**src/rtl/core/elevator_car_controller_top_defines.svh**
```systemverilog
// Assertion macros shared by the elevator car controller RTL.
// Each macro expects signals named clk and rst_n in the module that uses it.
`ifndef ELEVATOR_CAR_CONTROLLER_TOP_DEFINES_SVH
`define ELEVATOR_CAR_CONTROLLER_TOP_DEFINES_SVH

// The consequent must hold in the same cycle as the antecedent.
`define ECC_ASSERT_NOW(label, ante, cons, msg) \
  label: assert property (@(posedge clk) disable iff (!rst_n) (ante) |-> (cons)) \
    else $error(msg);

// The consequent must hold in the cycle after the antecedent.
`define ECC_ASSERT_NEXT(label, ante, cons, msg) \
  label: assert property (@(posedge clk) disable iff (!rst_n) (ante) |=> (cons)) \
    else $error(msg);

`endif

```
**src/rtl/core/ecc_pkg.sv**
```systemverilog
// Package for the elevator car controller: beat types, codes and constants.
// No dependencies; every RTL module imports it.
`default_nettype none

package ecc_pkg;

  localparam int FLOOR_W   = 4;
  localparam int PEND_W    = 10;
  localparam int CNT_W     = 16;
  localparam int CFG_IDX_W = 1;

  localparam logic [CNT_W-1:0] DOOR_TICKS_RST   = 16'd3000;
  localparam logic [CNT_W-1:0] TRAVEL_TICKS_RST = 16'd1000;

  typedef enum logic [1:0] {
    KIND_TICK    = 2'd0,
    KIND_REQUEST = 2'd1,
    KIND_FAULT   = 2'd2,
    KIND_REPAIR  = 2'd3
  } ecc_kind_t;

  typedef enum logic [1:0] {
    DIR_STATIC = 2'd0,
    DIR_UP     = 2'd1,
    DIR_DOWN   = 2'd2
  } ecc_dir_t;

  typedef enum logic [CFG_IDX_W-1:0] {
    CFG_DOOR_OPEN_TICKS = 1'b0,
    CFG_TRAVEL_TICKS    = 1'b1
  } ecc_cfg_idx_t;

  typedef struct packed {
    ecc_kind_t          kind;
    logic [FLOOR_W-1:0] request_floor;
  } ecc_in_t;

  typedef struct packed {
    logic [FLOOR_W-1:0] current_floor;
    logic [1:0]         direction;
    logic               door_open;
    logic               car_active;
    logic               car_moving;
    logic [PEND_W-1:0]  pending_floors;
    logic               under_maintenance;
    logic               status_publish;
  } ecc_out_t;

  // Scalar car state carried between the state registers and the pass logic.
  typedef struct packed {
    logic [FLOOR_W-1:0] floor;
    logic [FLOOR_W-1:0] target;
    ecc_dir_t           dir;
    logic               door_open;
    logic               active;
    logic               moving;
    logic               fault;
    logic               pend_pub;
    logic [CNT_W-1:0]   door_cnt;
    logic [CNT_W-1:0]   travel_cnt;
  } ecc_ctrl_t;

endpackage

`default_nettype wire

```
**src/rtl/core/ecc_in_stage.sv**
```systemverilog
// Input register of the elevator car controller: holds one accepted beat.
// Depends on ecc_pkg.
`default_nettype none

module ecc_in_stage
  import ecc_pkg::*;
(
  input  wire logic    clk,
  input  wire logic    rst_n,
  input  wire logic    in_valid,
  input  wire ecc_in_t in_data,
  output logic         in_stall,
  input  wire logic    advance,
  output logic         s1_valid,
  output ecc_in_t      s1_data
);

  logic    s1_valid_r;
  logic    s1_valid_nxt;
  ecc_in_t s1_data_r;
  logic    accept;

  // The held beat leaves whenever the pass logic takes it, so a new beat may
  // enter in the same cycle.
  assign in_stall     = s1_valid_r && !advance;
  assign accept       = in_valid && !in_stall;
  assign s1_valid_nxt = accept || (s1_valid_r && !advance);

  always_ff @(posedge clk) begin
    if (!rst_n) begin
      s1_valid_r <= 1'b0;
    end else begin
      s1_valid_r <= s1_valid_nxt;
    end
  end

  always_ff @(posedge clk) begin
    if (accept) begin
      s1_data_r <= in_data;
    end
  end

  assign s1_valid = s1_valid_r;
  assign s1_data  = s1_data_r;

endmodule

`default_nettype wire

```
**src/rtl/core/ecc_pass.sv**
```systemverilog
// Combinational logic of one control-loop pass of the elevator car.
// Depends on ecc_pkg.
`default_nettype none

module ecc_pass
  import ecc_pkg::*;
#(
  parameter int NUM_FLOORS = 10
) (
  input  wire ecc_in_t                 item,
  input  wire ecc_ctrl_t               ctrl,
  input  wire logic [NUM_FLOORS-1:0]   mask,
  input  wire logic [CNT_W-1:0]        door_ticks,
  input  wire logic [CNT_W-1:0]        travel_ticks,
  output ecc_ctrl_t                    ctrl_nxt,
  output logic [NUM_FLOORS-1:0]        mask_nxt,
  output logic                         publish
);

  localparam logic [FLOOR_W:0] NF_L    = (FLOOR_W + 1)'(NUM_FLOORS);
  localparam logic [FLOOR_W:0] TOP_FLR = (FLOOR_W + 1)'(NUM_FLOORS - 1);

  ecc_ctrl_t             c;
  logic [NUM_FLOORS-1:0] m;
  logic                  pub;
  logic                  found;
  logic [FLOOR_W-1:0]    hit;

  always_comb begin
    c     = ctrl;
    m     = mask;
    pub   = 1'b0;
    found = 1'b0;
    hit   = ctrl.target;

    case (item.kind)
      KIND_REQUEST: begin
        if ({1'b0, item.request_floor} < NF_L) begin
          c.target   = item.request_floor;
          c.pend_pub = 1'b1;
          m          = m | (NUM_FLOORS'(1) << item.request_floor);
          if (item.request_floor > c.floor) begin
            c.dir = DIR_UP;
          end else if (item.request_floor < c.floor) begin
            c.dir = DIR_DOWN;
          end
        end
      end
      KIND_FAULT:  c.fault = 1'b1;
      KIND_REPAIR: c.fault = 1'b0;
      default: ;
    endcase

    if (!c.fault) begin
      if (c.pend_pub) begin
        c.pend_pub = 1'b0;
        pub        = 1'b1;
      end

      if (!c.active && (c.floor != c.target)) begin
        c.active   = 1'b1;
        c.dir      = (c.target > c.floor) ? DIR_UP : DIR_DOWN;
        c.moving   = 1'b1;
        c.pend_pub = 1'b1;
      end

      // Arrival: open the door, drop this floor's request and look for the
      // farthest pending floor further along the current direction.
      if (c.active && (c.floor == c.target) && !c.door_open) begin
        c.door_open = 1'b1;
        m           = m & ~(NUM_FLOORS'(1) << c.floor);
        c.pend_pub  = 1'b1;
        if (c.dir == DIR_UP) begin
          for (int i = 0; i < NUM_FLOORS; i++) begin
            if (m[i] && (FLOOR_W'(i) > c.floor)) begin
              found = 1'b1;
              hit   = FLOOR_W'(i);
            end
          end
        end else if (c.dir == DIR_DOWN) begin
          for (int i = NUM_FLOORS - 1; i >= 0; i--) begin
            if (m[i] && (FLOOR_W'(i) < c.floor)) begin
              found = 1'b1;
              hit   = FLOOR_W'(i);
            end
          end
        end
        if (found) begin
          c.target = hit;
        end else begin
          c.active = 1'b0;
          if (c.dir != DIR_STATIC) begin
            c.dir = DIR_STATIC;
          end
        end
      end

      if (c.door_open) begin
        c.door_cnt = c.door_cnt + CNT_W'(1);
      end
      if (c.door_cnt >= door_ticks) begin
        c.door_cnt  = '0;
        c.pend_pub  = 1'b1;
        c.door_open = 1'b0;
        if (c.dir != DIR_STATIC) begin
          c.moving = 1'b1;
        end
      end

      if (c.moving) begin
        c.travel_cnt = c.travel_cnt + CNT_W'(1);
      end
      if (c.travel_cnt >= travel_ticks) begin
        c.travel_cnt = '0;
        c.pend_pub   = 1'b1;
        if (c.floor == c.target) begin
          c.moving = 1'b0;
        end
        if (c.dir == DIR_UP) begin
          if ({1'b0, c.floor} < TOP_FLR) begin
            c.floor = c.floor + FLOOR_W'(1);
          end
        end else if (c.dir == DIR_DOWN) begin
          if (c.floor != '0) begin
            c.floor = c.floor - FLOOR_W'(1);
          end
        end
      end
    end
  end

  assign ctrl_nxt = c;
  assign mask_nxt = m;
  assign publish  = pub;

endmodule

`default_nettype wire

```
**src/rtl/core/ecc_state.sv**
```systemverilog
// Car state and limit registers of the elevator car controller, with the pass
// logic that updates them. Depends on ecc_pkg, ecc_pass and the defines header.
`default_nettype none
`include "elevator_car_controller_top_defines.svh"

module ecc_state
  import ecc_pkg::*;
#(
  parameter int NUM_FLOORS = 10
) (
  input  wire logic                 clk,
  input  wire logic                 rst_n,
  input  wire logic                 cfg_we,
  input  wire logic [CFG_IDX_W-1:0] cfg_index,
  input  wire logic [CNT_W-1:0]     cfg_wdata,
  input  wire logic                 step_en,
  input  wire ecc_in_t              item,
  output ecc_out_t                  result_nxt
);

  localparam logic [FLOOR_W-1:0] TOP_FLOOR = FLOOR_W'(NUM_FLOORS - 1);

  ecc_ctrl_t             ctrl_r;
  ecc_ctrl_t             ctrl_nxt;
  logic [NUM_FLOORS-1:0] mask_r;
  logic [NUM_FLOORS-1:0] mask_nxt;
  logic [CNT_W-1:0]      door_ticks_r;
  logic [CNT_W-1:0]      travel_ticks_r;
  logic                  publish;
  logic                  fault_pass;

  ecc_pass #(
    .NUM_FLOORS (NUM_FLOORS)
  ) u_pass (
    .item         (item),
    .ctrl         (ctrl_r),
    .mask         (mask_r),
    .door_ticks   (door_ticks_r),
    .travel_ticks (travel_ticks_r),
    .ctrl_nxt     (ctrl_nxt),
    .mask_nxt     (mask_nxt),
    .publish      (publish)
  );

  always_ff @(posedge clk) begin
    if (!rst_n) begin
      door_ticks_r   <= DOOR_TICKS_RST;
      travel_ticks_r <= TRAVEL_TICKS_RST;
    end else if (cfg_we) begin
      case (cfg_index)
        CFG_DOOR_OPEN_TICKS: door_ticks_r   <= cfg_wdata;
        CFG_TRAVEL_TICKS:    travel_ticks_r <= cfg_wdata;
        default: ;
      endcase
    end
  end

  always_ff @(posedge clk) begin
    if (!rst_n) begin
      ctrl_r <= '{floor: '0, target: '0, dir: DIR_STATIC, door_open: 1'b0,
                 active: 1'b0, moving: 1'b0, fault: 1'b0, pend_pub: 1'b0,
                 door_cnt: '0, travel_cnt: '0};
      mask_r <= '0;
    end else if (step_en) begin
      ctrl_r <= ctrl_nxt;
      mask_r <= mask_nxt;
    end
  end

  always_comb begin
    result_nxt.current_floor     = ctrl_nxt.floor;
    result_nxt.direction         = 2'(ctrl_nxt.dir);
    result_nxt.door_open         = ctrl_nxt.door_open;
    result_nxt.car_active        = ctrl_nxt.active;
    result_nxt.car_moving        = ctrl_nxt.moving;
    result_nxt.pending_floors    = PEND_W'(mask_nxt);
    result_nxt.under_maintenance = ctrl_nxt.fault;
    result_nxt.status_publish    = publish;
  end

  assign fault_pass = step_en && ctrl_nxt.fault;

  `ECC_ASSERT_NOW(a_floor_in_range, 1'b1, ctrl_r.floor <= TOP_FLOOR, "car floor out of range")
  `ECC_ASSERT_NOW(a_active_has_dir, ctrl_r.active, ctrl_r.dir != DIR_STATIC, "active car static")
  `ECC_ASSERT_NEXT(a_fault_holds_floor, fault_pass, $stable(ctrl_r.floor), "floor moved in fault")

endmodule

`default_nettype wire

```
**src/rtl/core/elevator_car_controller_top.sv**
```systemverilog
// Top level of the elevator car controller: input register, car state with its
// pass logic, and the result register. Depends on ecc_pkg, ecc_in_stage, ecc_state.
//
// How to use this block:
// Each input beat on in_data is one control-loop pass of a single car. Its kind
// field says whether the pass is a plain tick, a floor request, a fault report
// or a repair report; request_floor is only looked at for a request.
// Every pass produces exactly one result beat on out_data, showing the car's
// state once the pass has been applied, plus a flag for a status publication.
// The input beat is captured in an input register; once the result register is free, the pass
// logic updates the car state from it and loads the result register. One beat is taken every
// cycle while results drain, since the pass between the two registers is combinational.
// While out_stall is high and a result waits, it holds still and no pass is taken; in_stall
// rises in that same cycle if the input register is full, so no beat is lost.
// A synchronous reset (rst_n low) parks the car at floor 0 with the door shut,
// clears all requests, leaves maintenance and loads the door and travel limits
// with 3000 and 1000 passes. The user must change the limits through cfg_we, cfg_index
// and cfg_wdata only while no beat is in flight; the block does not enforce this.
`default_nettype none
`include "elevator_car_controller_top_defines.svh"

module elevator_car_controller_top
  import ecc_pkg::*;
#(
  parameter int NUM_FLOORS = 10
) (
  input  wire logic                 clk,
  input  wire logic                 rst_n,
  input  wire logic                 cfg_we,
  input  wire logic [CFG_IDX_W-1:0] cfg_index,
  input  wire logic [CNT_W-1:0]     cfg_wdata,
  input  wire logic                 in_valid,
  input  wire ecc_in_t              in_data,
  output logic                      in_stall,
  output logic                      out_valid,
  output ecc_out_t                  out_data,
  input  wire logic                 out_stall
);

  logic     s1_valid;
  ecc_in_t  s1_data;
  logic     out_free;
  logic     step_en;
  ecc_out_t result_nxt;
  logic     out_valid_r;
  logic     out_valid_nxt;
  ecc_out_t out_data_r;
  logic     fault_beat;

  // The result register can take a new beat when it is empty or being drained.
  assign out_free      = !out_valid_r || !out_stall;
  assign step_en       = s1_valid && out_free;
  assign out_valid_nxt = step_en || (out_valid_r && out_stall);

  ecc_in_stage u_in_stage (
    .clk      (clk),
    .rst_n    (rst_n),
    .in_valid (in_valid),
    .in_data  (in_data),
    .in_stall (in_stall),
    .advance  (step_en),
    .s1_valid (s1_valid),
    .s1_data  (s1_data)
  );

  ecc_state #(
    .NUM_FLOORS (NUM_FLOORS)
  ) u_state (
    .clk        (clk),
    .rst_n      (rst_n),
    .cfg_we     (cfg_we),
    .cfg_index  (cfg_index),
    .cfg_wdata  (cfg_wdata),
    .step_en    (step_en),
    .item       (s1_data),
    .result_nxt (result_nxt)
  );

  always_ff @(posedge clk) begin
    if (!rst_n) begin
      out_valid_r <= 1'b0;
    end else begin
      out_valid_r <= out_valid_nxt;
    end
  end

  always_ff @(posedge clk) begin
    if (step_en) begin
      out_data_r <= result_nxt;
    end
  end

  assign out_valid = out_valid_r;
  assign out_data  = out_data_r;

  assign fault_beat = out_valid_r && out_data_r.under_maintenance;

  `ECC_ASSERT_NEXT(a_pass_gives_result, step_en, out_valid_r, "pass taken but no result held")
  `ECC_ASSERT_NOW(a_no_pub_in_fault, fault_beat, !out_data_r.status_publish, "publish in fault")
  `ECC_ASSERT_NEXT(a_held_beat_kept, s1_valid && !step_en, s1_valid, "input beat dropped")

endmodule

`default_nettype wire
```
**config.mk**
```make
export PLATFORM = sky130hd
export DESIGN_NAME = elevator_car_controller_top
export DESIGN_NICKNAME = d
export VERILOG_FILES = /design/src/rtl/core/ecc_pkg.sv /design/src/rtl/core/ecc_in_stage.sv /design/src/rtl/core/ecc_pass.sv /design/src/rtl/core/ecc_state.sv /design/src/rtl/core/elevator_car_controller_top.sv
export VERILOG_INCLUDE_DIRS = /design/src /design/src/rtl/core
export SDC_FILE = /design/constraint.sdc
export NUM_CORES = 1
export LEC_CHECK = 0
export BUFFER_PORTS_ARGS = -buffer_cell sky130_fd_sc_hd__buf_2
export CAP_MARGIN = 30
export CORE_UTILIZATION = 40
export CTS_CLUSTER_SIZE = 28
export DETAILED_ROUTE_END_ITERATION = 7
export GPL_ROUTABILITY_DRIVEN = 0
export PLACE_DENSITY = 0.7
export SLEW_MARGIN = 20
export SYNTH_ARGS = -nofsm -noshare
export SYNTH_HDL_FRONTEND = slang
export SYNTH_SLANG_ARGS = --single-unit
```
**constraint.sdc**
```tcl
create_clock -name clk -period 6.7 [get_ports clk]
set_input_delay 1.675 -clock clk [delete_from_list [all_inputs] [get_ports clk]]
set_output_delay 1.675 -clock clk [all_outputs]
set_load 0.01 [all_outputs]
```
; ---- Yosys cells after proc, flatten, opt, wreduce, memory -nomap -nowiden
; Cells that the tools add are included.
[classes]
shift = 2
addsub = 4
bitwise_logic = 5
reduce_logical = 42
eq_ne = 10
magnitude_cmp = 27
mux = 91
[ops]
columns = operator, n
row1 = 4-bit 2-to-1 mux, 28
row2 = 16-bit 2-to-1 mux, 5
row3 = 10-bit 2-to-1 mux, 4
row4 = 1-bit 2-to-1 mux, 37
row5 = 33-bit 2-to-1 mux, 1
row6 = "16-bit by 1-bit adder with 16-bit output, second input constant", 2
row7 = 16-bit >= comparator, 2
row8 = 1-bit logical AND, 27
row9 = "1-bit by 4-bit << shifter with 10-bit output, first input constant", 2
row10 = 2-bit 2-to-1 mux, 9
row11 = 17-bit 2-to-1 mux, 1
row12 = "3-bit by 4-bit > comparator with 1-bit output, first input constant", 4
row13 = "3-bit by 4-bit less-than comparator with 1-bit output, first input constant", 4
row14 = 8-bit 2-to-1 mux, 2
row15 = 13-bit 2-to-1 mux, 1
row16 = 6-bit 2-to-1 mux, 2
row17 = 10-bit bitwise AND, 1
row18 = 10-bit inverter, 1
row19 = 10-bit bitwise OR, 1
row20 = "2-bit == test, second input constant", 4
row21 = 4-bit == test, 2
row22 = "1-bit by 4-bit > comparator with 1-bit output, first input constant", 2
row23 = "2-bit by 4-bit > comparator with 1-bit output, first input constant", 2
row24 = 4-bit > comparator, 2
row25 = other kinds (17), 35
[word_totals]
in_bits = 28
word_cells = 206
reg_bits = 118
out_inout_bits = 23

; ---- Depth between registers and ports, before layout
[logic_depth]
word_depth = 33
ltp_mapped = 37
ltp_nobuf = 33

; ---- By module
; From an unflattened synthesis, not the netlist that was laid out.
[hier_totals]
hier_cells = 952
area_unflattened_um2 = 8155.3
[by_module_without_submodules]
columns = mod, seq_area_each_um2, cells_per_inst, instances, area_per_inst_um2
row1 = ecc_pass, 0.0, 597, 1, 3799.9
row2 = ecc_state, 1781.7, 320, 1, 3458.3
row3 = elevator_car_controller_top, 650.6, 25, 1, 669.4
row4 = ecc_in_stage, 200.2, 10, 1, 227.7

; ---- Worst setup path before layout
; OpenSTA, ideal clock, no wires.
[synth_timing]
path_type = register to register
from = register u_in_stage.s1_data_r (netlist bit u_in_stage.s1_data[2])
to = register u_state.ctrl_r[5] (netlist name)
path_stages_with_launch = 35
setup_ps = 58
path_buffers = 3
t_arrival_ps = 6949
t_required_ps = 6642
slack_ps = -307
period_less_slack_ps = 7007
cell_sequence = edfxtp_1 > o21ai_1 > nand2_1 > o21ai_0 > inv_1 > ha_1 > and4_1 > a21oi_1 > nor2_1 > and3_1 > clkbuf_1 > and3_1 > and3_1 > xor2_1 > ha_1 > a21o_1 > a21o_1 > a21oi_1 > o21ai_0 > a21oi_1 > a21oi_4 > buf_6 > buf_2 > xnor2_1 > ha_1 > nand2b_1 > a21o_1 > a21oi_1 > o211a_1 > a21oi_1 > o41ai_1 > nand2_1 > nor2_1 > and2_0 > mux2_2
[synth_via]
elab_chain_len = 31
word_cells_on_any_way = 85
cone_classes = order compare: 6 / eq/ne: 4 / shift: 1 / mux: 47 / bitwise: 2 / reduce/logical: 25
[synth_rtl]
columns = element, line_no
row1 = from (decl), ecc_in_stage.sv:20  ; ecc_in_t s1_data_r;
row2 = from (signal assigned), ecc_in_stage.sv:39  ; s1_data_r <= in_data;
row3 = branches (longest 25 deep; another with 4-bit less-than comparator), --
row4 = 1-bit 2-to-1 mux *, ecc_pass.sv:101  ; if (c.door_cnt >= door_ticks) begin
row5 = 1-bit 2-to-1 mux *, ecc_pass.sv:54  ; if (!c.fault) begin
row6 = 16-bit 2-to-1 mux *, ecc_pass.sv:110  ; if (c.moving) begin
row7 = 16-bit 2-to-1 mux *, ecc_pass.sv:54
row8 = 16-bit >= comparator, ecc_pass.sv:113  ; if (c.travel_cnt >= travel_ticks) begin
row9 = 16-bit 2-to-1 mux *, ecc_pass.sv:113
row10 = to (signal assigned), ecc_state.sv:60  ; ctrl_r <= '{floor: '0, target: '0, dir: DIR_STATIC, door_open: 1'b0,
row11 = to (signal assigned), ecc_state.sv:65  ; ctrl_r <= ctrl_nxt;
row12 = to (decl), ecc_state.sv:23  ; ecc_ctrl_t ctrl_r;
; Mark *: on every way between the ends. The select of a mux whose other input is x is not followed.
; A chain may end at the register's enable or synchronous reset.

==> out/metrics.cfg <==
[status]
status = completed

[clock_network]
htree_levels = 4
clkLatencyLatePin_ns = 0.42
clk_path_buf_depth = 2
root_buffer = clkbuf_16
cts_tree = done
cts_buffers = 17
clock_sinks = 118
clk_pin_slew_worst_paths_ns = 0.06
cts-hold-fix-buffers = 0

[final_layout]
diodes = 0
syn_to_final_growth_pct = 22.35
fin_nets = 1049
drive_gt1_share_pct = 20.63
fillCellCount = 1684
fin_cells = 1213

[routing]
wl_met1_mm = 8.788
wl_per_cell_um = 16.89
top_layer = met4
wl_met2_mm = 10.06
final_antenna_net_count = 0
avgViaCountPerCell = 5.783
drcViolationCount = 0
dr.first_iter.drc_count = 484
via_count = 7015
drt-pass1-iter-count = 5
routed_wl_mm = 20.49
wl_met3_um = 991

[floorplanning]
ios = 51
fp-row-count = 49
initial_core_util_pct = 40.82
core-area_sq_um = 17960
die_y_um = 137.4
die_w_um = 137.4
die_area_sq_um = 18880

[sta]
slew_viol_final = 0
setup_viol = 0
clock_skew_ns = 0.009672
worst_pin_slew_ns = 0.7571
fmax_mhz = 152.9
final.min_clock_period_ns = 6.540
hold_viol_final = 0
maxSlewHeadroom_pct = 48.82
post-route-period-util_pct = 97.61

[yosys]
synthXorXnorAreaFrac_pct = 4.300
synth_top_area_share_pct = 24.85
syn_nets = 959
yosysSeqAreaShare_pct = 35.90
synth_top_cells_by_area = dfxtp_1 25%, edfxtp_1 11%, ha_1 8.5%
synthAdderAreaFrac_pct = 8.532
async_reset_ff_share_pct = 0
synth_flop_cell = dfxtp_1
synth_compound_area_share_pct = 24.30
synth_top_family_by_area = compound AO/OA/AOI/OAI gates
syn-cell-area_sq_um = 7332
ys_warn_count = 0
synthSimpleGateAreaFrac_pct = 20.67
yosysTopAreaCell = dfxtp_1
ys_ff_latch = 118
synth_edf_count = 27
syn_area_per_cell_sq_um = 8.322
synth_mux_area_share_pct = 1.468
netlist_instances = 881
synth_cell_types = 88

[critical_path]
reg2reg_slack_ns = 0.16
cp.required_ns = 6.86
crit_path_start_kind = flop
startpoint = u_in_stage.s1_data[4]
cp-end-kind = flop
r2r_end = out_data[18]
rr_worst_depth = 31
reg2reg_from = u_in_stage.s1_data[4]
worstPathArrival_ns = 6.70
max_stage_delay_ns = 0.55
critical_path_class = flop to flop
cp_max_fo = 8
slowest_stage = o41a_1

[min_path]
hold_start = u_state.travel_ticks_r[13]
hold_end = u_state.travel_ticks_r[13]
worstHoldPathType = flop to flop
hold_depth = 2

[pwr]
power_frac_seq_pct = 37.9
p_sw_share_pct = 27.78
switchingPower_mw = 0.5653
p_leak_nw = 3.750
finalPower_mw = 2.035
vdd.ir_drop.worst_v = 0.0002050
pwr-share-clk_pct = 45.6
pwr_density_cell_nw_per_um2 = 226.9
internal_power_mw = 1.470
pwr-share-comb_pct = 16.5

[placement]
dp.cells = 1158
numPortBuffers = 50
hpwl_mm = 14.05

[grt]
grt_use_total_pct = 21.84
overflow = 0
grt_max_degree = 47
grt_pass1_wl_mm = 31.70
grt_pass1_vias = 6464
grt_antenna_before_repair = 0

[run]
drv_cap = 0

==> worst max path at each step <==
stage,to,slack (ns),depth (start not counted)
after floorplan,out_data[18],0.07,34
after global placement,out_data[18],-0.008,29
after detailed placement,out_data[18],-0.16,30
after CTS,out_data[18],-0.04,30
after global routing,out_data[12],-0.14,32
final,out_data[18],0.16,31
==> flip-flops by register name, indices dropped and copies added (netlist names) <==
name	count
u_state.door_ticks_r	16
u_in_stage.s1_data	6
u_state.ctrl_r	47
out_data	21
u_state.mask_r	10
u_state.travel_ticks_r	16
u_in_stage.s1_valid	1
out_valid	1
==> cells by family (layout without fill, tap and decap cells) <==
family,after synthesis,in the layout
mux,10,10
compound gates,267,267
fa+ha+maj,50,50
buf+inv,89,192
simple gates,311,311
flops,118,118
xor+xnor,36,36
==> worst max-delay path, delay by kind of cell, from the launching register on <==
family                   cells  cell delay (ns)
buffers and inverters        2             0.27
adder cells (fa/ha/maj)      3             0.90
flip-flops                   1             0.47
XOR/XNOR                     2             0.34
AND/OR/NAND/NOR             15             2.29
AO/OA/AOI/OAI                9             2.02
==> layout make-up <==
class | count | area, sq um | area share [%]
Clock buffer | 25 | 559.3 | 6.234
Clock inverter | 7 | 53.80 | 0.5997
Inverter | 55 | 206.4 | 2.301
Multi-Input combinational cell | 674 | 4562 | 50.85
Sequential cell | 118 | 2633 | 29.34
Tap cell | 229 | 286.5 | 3.194
Timing Repair Buffer | 105 | 670.6 | 7.476
==> power groups by stage <==
| stage | Clock, mW | Sequential, mW | Combinational, mW |
|---|---|---|---|
| floorplan | 0 | 0.785 | 0.211 |
| global placement | 0 | 0.785 | 0.296 |
| detailed placement | 0 | 0.786 | 0.299 |
| CTS | 0.939 | 0.771 | 0.309 |
| global route | 0.975 | 0.773 | 0.365 |
| finish | 0.928 | 0.771 | 0.336 |
==> repair_timing <==
action,CTS,global route
endpoints found under the hold margin,0,0
gates resized for setup,2,44
endpoints found under the setup margin,21,27
pin swaps,2,22
setup buffers,3,19
==> Yosys cell counts, types with 3 or more instances <==
cell / count
or2_2: 4
nand3_1: 28
or4_1: 5
nor3_1: 12
nor4_1: 4
nand2_1: 123
ha_1: 50
a21oi_1: 81
mux2i_1: 7
buf_2: 7
nor2_1: 66
a211oi_2: 3
clkbuf_1: 22
o21a_1: 4
nand4_1: 5
xnor2_1: 21
nor4b_1: 3
o21ai_0: 47
nand2b_1: 13
a32oi_1: 3
o41ai_1: 5
or3_1: 6
a21o_1: 15
dfxtp_1: 91
nor2b_1: 6
a31oi_1: 19
buf_1: 3
inv_1: 52
edfxtp_1: 27
xor2_1: 15
and3_1: 15
a22o_1: 9
o211ai_1: 20
and2_0: 3
o31ai_1: 7
o22ai_1: 4
a211oi_1: 11
==> cells in the final DEF (no fill, tap or decap), drive strengths merged, types with 25 or more instances in the layout <==
cell type,netlist,routed
a21oi,84,84
buf,12,105
clkbuf,22,25
dfxtp,91,91
edfxtp,27,27
ha,50,50
inv,53,54
nand2,125,125
nand3,28,28
nor2,67,67
o21ai,48,48
==> metrics by stage <==
step | TNS [ns] | area, sq um | setup slack, ns | utilization (%) | hold slack (ns)
after floorplan | 0 | 7362 | 0.07252 | - | 0.4361
after global placement | -0.007947 | 7991 | -0.007947 | 44.49 | 0.4432
after detailed placement | -1.217 | 7991 | -0.1583 | 44.49 | 0.4472
after CTS | -0.03691 | 8638 | -0.03691 | 48.09 | 0.4547
after global routing | -1.116 | 8971 | -0.1385 | 49.94 | 0.4820
final | 0 | 8971 | 0.1599 | 49.94 | 0.4528
==> routing by layer <==
layer  up-vias  global-route usage [%]
li1       3400                       -
met1      3315                   26.29
met2       244                   36.93
met5         -                       0
met4         0                   10.20
met3        56                   4.673
No activity file was read; power rests on OpenSTA's default activity.
